--- config.mk ---
export PLATFORM = sky130hd
export DESIGN_NAME = wtcc_div_step
export DESIGN_NICKNAME = d
export VERILOG_FILES = /design/src/hw/rtl/wtcc_div_step.sv
export SDC_FILE = /design/constraint.sdc
export NUM_CORES = 1
export LEC_CHECK = 0
export ABC_CLOCK_PERIOD_IN_PS = 12550
export BUFFER_PORTS_ARGS = -buffer_cell sky130_fd_sc_hd__buf_2
export CAP_MARGIN = 5
export CORE_MARGIN = 2
export CORE_UTILIZATION = 50
export DETAILED_ROUTE_END_ITERATION = 8
export PLACE_DENSITY_LB_ADDON = 0.1
export RECOVER_POWER = 50
export SLEW_MARGIN = 40
export SYNTH_ARGS = -nofsm -noshare
export SYNTH_HDL_FRONTEND = slang
export SYNTH_SLANG_ARGS = --single-unit
export TNS_END_PERCENT = 10
--- constraint.sdc ---
create_clock -name vclk -period 12.55
set_clock_uncertainty 0.05 [all_clocks]
set_input_delay 0.6275 -clock vclk [all_inputs]
set_output_delay 0.6275 -clock vclk [all_outputs]
set_load 0.1 [all_outputs]
--- src/hw/rtl/wtcc_div_step.sv ---
`default_nettype none

// One step of the scaled divider: consumes one friction bit (MSB first) and keeps
// quo*d + rem == fr_prefix * a with rem < d. Since a <= d, 2*rem + a < 3*d, so at
// most two subtractions of d are needed.
module wtcc_div_step #(
    parameter int TORQUE_BITS = 24,
    parameter int SPEED_BITS  = 32
) (
    input  wire logic [SPEED_BITS-2:0]  i_rem,
    input  wire logic [TORQUE_BITS-2:0] i_quo,
    input  wire logic                   i_bit,
    input  wire logic [SPEED_BITS-2:0]  i_a,
    input  wire logic [SPEED_BITS-2:0]  i_d,
    output logic      [SPEED_BITS-2:0]  o_rem,
    output logic      [TORQUE_BITS-2:0] o_quo
);

    logic [SPEED_BITS:0] w_t;
    logic [SPEED_BITS:0] w_d1;
    logic [SPEED_BITS:0] w_d2;
    logic [SPEED_BITS:0] w_diff;
    logic [1:0]          w_k;

    always_comb begin
        w_d1 = {2'b00, i_d};
        w_d2 = {1'b0, i_d, 1'b0};
        w_t  = {1'b0, i_rem, 1'b0} + (i_bit ? {2'b00, i_a} : '0);
        if (w_t >= w_d2) begin
            w_diff = w_t - w_d2;
            w_k    = 2'd2;
        end else if (w_t >= w_d1) begin
            w_diff = w_t - w_d1;
            w_k    = 2'd1;
        end else begin
            w_diff = w_t;
            w_k    = 2'd0;
        end
        o_rem = w_diff[SPEED_BITS-2:0];
        o_quo = {i_quo[TORQUE_BITS-3:0], 1'b0} + (TORQUE_BITS-1)'(w_k);
    end

endmodule

`default_nettype wire

# After elaboration in Yosys (flattened, before gate mapping)
# Index checks and enable logic that the tools add are counted.
# totals
in_bits	117
output_inout_bits	54
regBits	0
elab_cells	11
# op_classes
mux	5
magnitude_cmp	2
add_sub_neg	4
# op_table
operator	count
$mux W31	3
$sub A31 B31 Y31	2
$add A32 B31 Y33	1
$ge A33 B31 Y1	1
$ge A33 B32 Y1	1
$add A23 B2 Y23	1
$mux W2	1
$mux W1	1

# Longest topological paths before layout
# Gate-level depths: netlist of the first run.
# logic_depth
ltp_word	6
depth_mapped	28
mapped_depth_nobuf	25

# Worst setup path before layout of the first run
# No wires, ideal clock.
# synth_path
path_kind	in2out
from	in i_bit
to	out o_rem[0]
stages	23
arrival_ns	7.834
setup_slack_ns	4.039
path_buffers	3
required_ns	11.872
cell_sequence	clkbuf_1 -> and2_1 -> ha_1 -> fa_1 -> a21oi_1 -> o21ai_1 -> a211oi_2 -> o31a_1 -> o311ai_0 -> a31o_2 -> a21oi_1 -> xnor2_1 -> ha_1 -> clkbuf_1 -> nand3_1 -> or4_1 -> o21ai_0 -> nor2_1 -> a21oi_1 -> a211oi_4 -> buf_6 -> nor2_1 -> mux2i_1
# synth_via
elab_chain_len	5
word_cells_on_any_way	8
cone_classes	add/sub: 3; order compare: 2; mux: 3
# synth_lines
element	line_no	rtl
from (decl)	12	input wire logic i_bit,
$mux W31 *	28	w_t = {1'b0, i_rem, 1'b0} + (i_bit ? {2'b00, i_a} : '0);
$add A32 B31 Y33 *	28	
$sub A31 B31 Y31 / $ge A33 B31 Y1 (equally long branches)	33, 32	
$mux W31	32	end else if (w_t >= w_d1) begin
$mux W31 *	29	if (w_t >= w_d2) begin
to (decl)	15	output logic [SPEED_BITS-2:0] o_rem,
# Mark *: on every way between the ends. The rest lies on a longest branch, timed or not.

# Final worst setup path of the first run
# layout_path
from	in i_bit
to	out o_rem[6]
# Same word-level chain as after synthesis.

==> results.py, run 1 <==
metrics = {
    "worst_setup_path": {
        "worstSetupStartpointType": "input port",
        "cp-end-kind": "output pin",
        "critical_path_class": "in2out",
        "worstPathArrival_ns": 7.92,
        "cp.required_ns": 11.87,
        "crit_path_max_fanout": 31,
    },
    "power_and_ir_drop": {
        "peakVddDrop_mv": 0.208,
        "comb_power_share_pct": 100.0,
        "internal-power_uw": 303,
        "powerDensity_nw_per_um2": 176,
        "seqPwrFrac_pct": 0,
        "sw_frac_of_total_pct": 74.6,
        "power_leakage_nw": 3.37,
        "power.share.clock_pct": 0,
        "switchingPower_uw": 892,
    },
    "floorplan": {
        "fp-row-count": 39,
        "die-width_um": 112,
        "floorplan.initialDensity_pct": 51.4,
        "die_h_um": 112,
        "fp.dieArea_sq_um": 12600,
        "fp.coreArea_sq_um": 11400,
        "io-pin-count": 171,
    },
    "routing": {
        "drt_iter0_drc": 516,
        "antenna_left": 0,
        "drt_first_pass_iters": 5,
        "avgViaCountPerCell": 5.81,
        "wl_um": 17100,
        "wl_per_cell_um": 14.8,
        "route.vias.total": 6681,
        "drc": 0,
    },
    "sta": {
        "period_minus_slack_ns": 8.60,
        "final.setup.worst_slack_ns": 3.95,
        "fin_tns_setup_ns": 0,
        "fmax_mhz": 116,
        "rsz0062_at_grt": "false",
        "worst_pin_slew_ns": 1.18,
        "hold_viol": 0,
        "finalSetupViolCount": 0,
        "maxSlewViolCount": 0,
        "slew_headroom_pct": 21.0,
        "fin_crit_sh_pct": 68.5,
    },
    "yosys": {
        "synthSimpleGateAreaFrac_pct": 21.2,
        "synth.distinct_cells": 59,
        "synth_compound_area_share_pct": 31.6,
        "synth.avg_cell_area_sq_um": 6.89,
        "synth_warnings": 0,
        "synth-adder-area-share_pct": 21.0,
        "synth_area_sq_um": 5870,
        "synth_top_family_by_area": "compound AO/OA/AOI/OAI gates",
        "synth_xor_area_share_pct": 14.5,
        "synth_cells": 853,
        "muxShareOfSynthArea_pct": 6.33,
        "syn-num-nets": 1067,
        "ys_seq_area_share_pct": 0,
    },
    "placed_design": {
        "portBuffers": 170,
        "placed_area_sq_um": 6840,
        "dp_hpwl_um": 14500,
        "gp_congestion": 0.932,
        "pre_cts_slack_ns": 4.94,
    },
    "flow_run": {
        "drv_cap": 0,
    },
    "final_layout": {
        "seq_cell_count": 0,
        "drive_gt1_share_pct": 15.7,
        "nets": 1223,
        "fin_util_pct": 59.6,
        "area.sequential_sq_um": 0,
        "clkbuf_count": 0,
        "final_area_sq_um": 6810,
        "antennaDiodeCount": 0,
        "area_growth_pct": 15.9,
    },
    "cts": {
        "post_cts_resized": 0,
        "hold_buffers": 0,
        "postCtsSetupRepairBufs": 0,
    },
    "grt": {
        "first_global_vias": 5985,
        "track_usage_pct": 25.4,
        "antenna_found_initial": 0,
        "grt_max_degree": 46,
        "grt_pass1_wl_um": 27600,
        "grt-ovfl-total": 0,
    },
    "hold_path": {
        "hold_class": "in2out",
    },
    "outcome": {
        "status": "complete, no violations",
    },
}
-- cell usage in the layout (no fill, tap or decap), drive strengths merged, types with 17 or more instances in the layout --
cell type	instances
a211oi	17
a21o	30
a21oi	91
and2	37
buf	148
clkbuf	26
ha	94
inv	57
mux2i	36
nand2	70
nand3	27
nor2	56
o21ai	64
xnor2	58
xor2	39
-- area by class of cell --
type | count | area (sq um)
Timing Repair Buffer | 174 | 852
Inverter | 57 | 214
Tap cell | 143 | 179
Fill cell | 1208 | 4610
Multi-Input combinational cell | 776 | 5560
-- cells by family (layout without fill, tap and decap cells) --
kind of cell	Yosys count	in the layout
AO/OA/AOI/OAI	291	291
buffers and inverters	77	231
multiplexers	37	37
adder cells (fa/ha/maj)	97	97
XOR/XNOR	97	97
AND/OR/NAND/NOR	254	254
-- Yosys cell counts (17+ instances only) --
cell type	n	area, sq um
nand3_1	27	135
o21ai_1	22	110
and2_1	37	231
clkbuf_1	17	63.8
a21o_1	30	225
inv_1	57	214
mux2i_1	36	360
xnor2_1	58	508
ha_1	94	1180
o21ai_0	42	210
a21oi_1	91	455
nor2_1	56	210
nand2_1	70	263
xor2_1	39	342
-- worst max-delay path: stages --
cell and delay (ns):
clkbuf_1 0.85, and2_1 0.25, ha_1 0.25, fa_1 0.24, a21oi_1 0.10, o21ai_0 0.65, a211oi_2 0.21, o31a_1 0.34
o311ai_0 0.53, a31o_2 0.26, a21oi_1 0.07, xnor2_1 0.35, ha_1 0.33, nand3_1 0.19, or4_1 0.52, o21ai_0 0.25
nor2_1 0.07, a21oi_1 0.24, a211oi_4 0.07, buf_4 0.20, buf_6 0.16, mux2i_1 0.13, o21ai_1 0.13, clkbuf_1 0.87
-- metal layers --
metal / global-route usage, % / part of all wire (%) / wire length, um / up-vias
met2: 43.7 / 45 / 7620 / 191
met4: 4.63 / 2.3 / 389 / 0
met1: 35.4 / 48 / 8200 / 3022
met5: 0 / 0 / 0 / -
li1: - / - / - / 3448
met3: 1.51 / 5.0 / 855 / 20
-- power groups by stage --
| stage | combinational [mW] | sequential (mW) | clock (mW) |
|---|---|---|---|
| finish | 1.20 | 0 | 0 |
| global route | 1.27 | 0 | 0 |
| global placement | 1.19 | 0 | 0 |
| CTS | 1.20 | 0 | 0 |
| detailed placement | 1.19 | 0 | 0 |
| floorplan | 0.998 | 0 | 0 |
-- metrics by stage --
step | cells | power (mW) | hold WS [ns]
CTS | 1150 | 1.20 | 1.64
finish | 1150 | 1.20 | 1.64
detailed placement | 1150 | 1.19 | 1.64
global placement | 1148 | 1.19 | 1.63
global route | 1150 | 1.27 | 1.65
floorplan | 853 | 0.998 | 1.66
-- final timing paths --
kind,startpoint,endpoint,slack (ns),cells after the start
worst min-delay path,i_quo[21],o_quo[22],1.64,3
worst max-delay path,i_bit,o_rem[6],3.95,24
Power figures use the tool's default switching activity.
==> inputs of run 2 (changes only) <==
Settings changed: ABC_CLOCK_PERIOD_IN_PS 12550 to 8000.
Clock period 12.55 ns to 8 ns, I/O delays scaled along.
==> run 2 against run 1 <==
  * Combinational power grew 57%
  * Clock-buffer cell count unchanged
  * Setup slack got worse by 3.3 ns
  * Highest routed layer unchanged
  * First-iteration DRC count is 25% lower
  * Sequential share of layout area unchanged
==> results.py, run 2 (same netlist as run 1, synthesis figures left out) <==
metrics = {
    "placed_design": {
        "placed_area_sq_um": 6850,
        "portBuffers": 170,
        "dpl.cell_count": 1151,
        "gp_congestion": 0.959,
        "dp_hpwl_um": 14600,
    },
    "routing": {
        "wl_um": 17000,
        "route.vias.total": 6598,
        "antenna_left": 0,
        "drt_first_pass_iters": 5,
        "wl_per_cell_um": 14.8,
        "avgViaCountPerCell": 5.73,
        "drt_iter0_drc": 387,
        "drc": 0,
    },
    "final_layout": {
        "final_common_cell": "buf_2",
        "final_area_sq_um": 6820,
        "area.sequential_sq_um": 0,
        "drive_gt1_share_pct": 16.0,
        "most-common-layout-cells": "buf_2, ha_1, a21oi_1",
        "clkbuf_count": 0,
        "nets": 1224,
        "fin_cells": 1151,
        "antennaDiodeCount": 0,
        "seq_cell_count": 0,
        "fin_util_pct": 59.7,
        "area_growth_pct": 16.1,
    },
    "floorplan": {
        "fp-row-count": 39,
        "die-width_um": 112,
        "floorplan.initialDensity_pct": 51.4,
        "io-pin-count": 171,
        "die_h_um": 112,
        "fp.dieArea_sq_um": 12600,
        "fp.coreArea_sq_um": 11400,
    },
    "worst_setup_path": {
        "crit_buf_inv": 3,
        "path_delay_family": "compound AO/OA/AOI/OAI gates",
        "cp-end-kind": "output pin",
        "crit_path_max_fanout": 21,
        "critical_path_class": "in2out",
        "worstPathArrival_ns": 6.88,
        "crit_chain": "buf_2 > and2_1 > ha_1 > a211oi_1 > nor2_1 > a21oi_1 > and3b_1 > or4_1 > a21oi_1 > xnor2_1 > ha_1 > a21o_1 > a31oi_1 > nand3b_1 > a31oi_1 > a31oi_1 > nand3_1 > a21oi_1 > a211oi_4 > buf_4 > and2_1 > o31a_1 > clkbuf_1",
        "slowest_delay_ns": 0.88,
        "cp.required_ns": 7.55,
        "worstSetupStartpointType": "input port",
        "crit_slowest_cell": "clkbuf_1",
    },
    "grt": {
        "grt_max_degree": 46,
        "track_usage_pct": 25.5,
        "grt_pass1_wl_um": 27600,
        "first_global_vias": 5951,
        "grt-ovfl-total": 0,
        "antenna_found_initial": 0,
    },
    "sta": {
        "slew_headroom_pct": 20.7,
        "worst_pin_slew_ns": 1.20,
        "finalSetupViolCount": 0,
        "hold_slack_ns": 1.17,
        "period_minus_slack_ns": 7.33,
        "fmax_mhz": 136,
        "fin_tns_setup_ns": 0,
        "rsz0062_at_grt": "false",
        "hold_viol": 0,
        "fin_crit_sh_pct": 91.6,
        "maxSlewViolCount": 0,
    },
    "outcome": {
        "status": "complete, no violations",
    },
    "cts": {
        "post_cts_resized": 0,
        "postCtsSetupRepairBufs": 0,
        "hold_buffers": 0,
    },
    "power_and_ir_drop": {
        "peakVddDrop_mv": 0.396,
        "powerDensity_nw_per_um2": 276,
        "power_leakage_nw": 3.38,
    },
    "hold_path": {
        "hold_class": "in2out",
    },
    "flow_run": {
        "drv_cap": 0,
    },
}
==> run 2: worst paths after layout <==
check | from | to | cells past startpoint
setup / recovery | i_bit | o_rem[10] | 23
hold / removal | i_quo[21] | o_quo[22] | 3
==> run 2: worst min-delay path: cells and delay by family <==
family | cells | cell delay, ns
xor+xnor | 1 | 0.05
buf+inv | 2 | 0.36
==> run 2: final cells by class <==
class / instances / area, sq um
well taps: 143 / 179
inverters: 57 / 214
fillers: 1184 / 4600
multi-input cells: 776 / 5570
repair buffers: 175 / 861
==> run 2: per-stage QoR <==
stage	power [mW]	worst slack [ns]
after floorplan	1.57	0.464
after detailed placement	1.87	0.976
after global placement	1.87	0.894
after CTS	1.88	0.974
final	1.88	0.670
after global routing	2.00	0.306
==> run 2: routing by layer <==
| layer | up-vias | part of all wire, % | track usage (%) |
|---|---|---|---|
| li1 | 3438 | - | - |
| met1 | 2940 | 48 | 35.5 |
| met2 | 194 | 44 | 43.1 |
| met3 | 26 | 5.2 | 1.89 |
| met4 | 0 | 2.7 | 5.69 |
| met5 | - | 0 | 0 |
==> run 2: power by group <==
part           internal, mW  leakage (nW)  switching [mW]
Clock                     0             0               0
Sequential                0             0               0
Combinational         0.481          3.38            1.40
Total                 0.481          3.38            1.40
==> inputs of run 3 (changes only) <==
Settings changed: ABC_AREA set to 1.
==> run 3 against run 2 <==
  * Sequential cell count did not move
  * Non-clock buffer count fell by 1
  * Clock-buffer cell count did not move
  * Setup slack improved by 0.67 ns
  * Critical path depth rose by 14
  * Fmax rose by 10%
  * Hold slack improved by 0.0049 ns
  * Cell area rose by 25%
  * Die area rose by 27%
  * Highest routed layer unchanged
==> results.py, run 3 <==
metrics = {
    "final_layout": {
        "drive_gt1_share_pct": 10.9,
        "area_growth_pct": 12.9,
        "final_common_cell": "nand2_1",
        "clkbuf_count": 0,
        "most-common-layout-cells": "nand2_1, inv_1, buf_2",
        "area.sequential_sq_um": 0,
        "nets": 1845,
        "fin_util_pct": 58.0,
        "n_fill_cell": 1669,
        "antennaDiodeCount": 0,
        "seq_cell_count": 0,
    },
    "routing": {
        "avgViaCountPerCell": 5.35,
        "drt_iter0_drc": 844,
        "wl_per_cell_um": 14.6,
        "route.vias.total": 9692,
        "drt_first_pass_iters": 5,
        "antenna_left": 0,
        "drc": 0,
        "wl_um": 26500,
    },
    "placed_design": {
        "portBuffers": 170,
        "pre_cts_slack_ns": 1.42,
        "dp_hpwl_um": 23300,
        "gp_congestion": 0.986,
    },
    "yosys": {
        "synth_compound_area_share_pct": 13.0,
        "synth_warnings": 0,
        "synth.distinct_cells": 38,
        "synth_commonest_cells": "nand2_1, inv_1, nand3_1",
        "yosysMostFrequentCell": "nand2_1",
        "synth_xor_area_share_pct": 9.31,
        "synth_area_sq_um": 7530,
        "ys_seq_area_share_pct": 0,
        "synth_cells": 1473,
        "yosysTopAreaCellShare_pct": 25.2,
        "synth_top_family_by_area": "simple AND/OR/NAND/NOR gates",
        "yosysTopAreaCell": "nand2_1",
        "synth.avg_cell_area_sq_um": 5.11,
        "synth_area_leaders": "nand2_1, ha_1, inv_1",
        "synthSimpleGateAreaFrac_pct": 46.2,
        "muxShareOfSynthArea_pct": 0,
        "synth-adder-area-share_pct": 16.4,
        "syn-num-nets": 1687,
    },
    "sta": {
        "fin_tns_setup_ns": 0,
        "finalSetupViolCount": 0,
        "rsz0062_at_grt": "false",
        "period_minus_slack_ns": 6.66,
        "worst_pin_slew_ns": 1.22,
        "fin_crit_sh_pct": 83.3,
        "fmax_mhz": 150,
        "slew_headroom_pct": 18.7,
        "final.setup.worst_slack_ns": 1.34,
        "hold_viol": 0,
        "maxSlewViolCount": 0,
    },
    "power_and_ir_drop": {
        "peakVddDrop_mv": 0.323,
        "internal-power_uw": 449,
        "comb_power_share_pct": 100.0,
        "seqPwrFrac_pct": 0,
        "power_leakage_nw": 5.28,
        "power.share.clock_pct": 0,
        "sw_frac_of_total_pct": 77.2,
        "power_mw": 1.97,
        "switchingPower_mw": 1.52,
        "powerDensity_nw_per_um2": 232,
    },
    "worst_setup_path": {
        "cp.required_ns": 7.55,
        "critical_path_class": "in2out",
        "critical_path.most_common_cell": "nand2_1",
        "worstPathArrival_ns": 6.21,
        "worstSetupStartpointType": "input port",
        "crit_path_max_fanout": 31,
        "crit_end": "o_quo[21]",
        "cp-end-kind": "output pin",
        "slowest_delay_ns": 0.44,
        "cp-startpoint": "i_bit",
        "crit_slowest_cell": "buf_2",
    },
    "cts": {
        "hold_buffers": 0,
        "postCtsSetupRepairBufs": 0,
        "post_cts_resized": 0,
    },
    "floorplan": {
        "die_h_um": 127,
        "fp-row-count": 44,
        "die-width_um": 127,
        "floorplan.initialDensity_pct": 51.4,
        "fp.coreArea_sq_um": 14600,
        "io-pin-count": 171,
        "fp.dieArea_sq_um": 16000,
    },
    "flow_run": {
        "drv_cap": 0,
    },
    "grt": {
        "track_usage_pct": 32.0,
        "antenna_found_initial": 0,
        "first_global_vias": 8790,
        "grt-ovfl-total": 0,
        "grt_max_degree": 33,
        "grt_pass1_wl_um": 42100,
    },
    "hold_path": {
        "hold_class": "in2out",
    },
    "outcome": {
        "status": "complete, no violations",
    },
}
## run 3: final cells by class
type	count	area [sq um]	share of cell area, %
multi-input combinational	1182	6390	75.1
timing repair buffer	174	857	10.1
tap	184	230	2.71
inverter	273	1020	12.1
## run 3: power groups by stage
stage	clock network, mW	registers, mW	logic, mW
6_report	0	0	1.97
5_1_grt	0	0	2.11
4_1_cts	0	0	1.95
3_5_place_dp	0	0	1.95
3_3_place_gp	0	0	1.94
2_1_floorplan	0	0	1.57
## run 3: per-layer routing
| layer | global-route usage, % | routed length [um] | vias up |
|---|---|---|---|
| met1 | 44.1 | 11900 | 4285 |
| li1 | - | - | 4968 |
| met4 | 7.24 | 851 | 0 |
| met2 | 55.9 | 11900 | 386 |
| met5 | 0 | 0 | - |
| met3 | 0.633 | 1800 | 53 |
## run 3: logic make-up after synthesis
group / Yosys count
buffers and inverters: 291
AOI/OAI and AO/OA: 175
and+or+nand+nor: 830
xor gates and xnor gates: 80
adders and majority gates: 97
## run 3: worst min-delay path by stage
stage	startpoint	end	slack, ns	cells past startpoint
after floorplan	i_quo[9]	o_quo[10]	1.20	1
after global placement	i_quo[21]	o_quo[22]	1.17	3
after detailed placement	i_quo[21]	o_quo[22]	1.18	3
after CTS	i_quo[21]	o_quo[22]	1.18	3
after global routing	i_quo[21]	o_quo[22]	1.19	3
final	i_quo[21]	o_quo[22]	1.18	3
## run 3: per-stage QoR
step	hold WS (ns)	instances	cell area [sq um]
floorplan	1.20	1473	7530
CTS	1.18	1812	8520
global placement	1.17	1812	8520
detailed placement	1.18	1812	8520
global route	1.19	1813	8500
finish	1.18	1813	8500
## run 3: critical path, delay by kind of cell
kind / cells / cell delay [ns]
AND/OR/NAND/NOR: 25 / 2.97
adder cells (fa/ha/maj): 5 / 1.40
XOR/XNOR: 2 / 0.48
buffers and inverters: 5 / 0.97
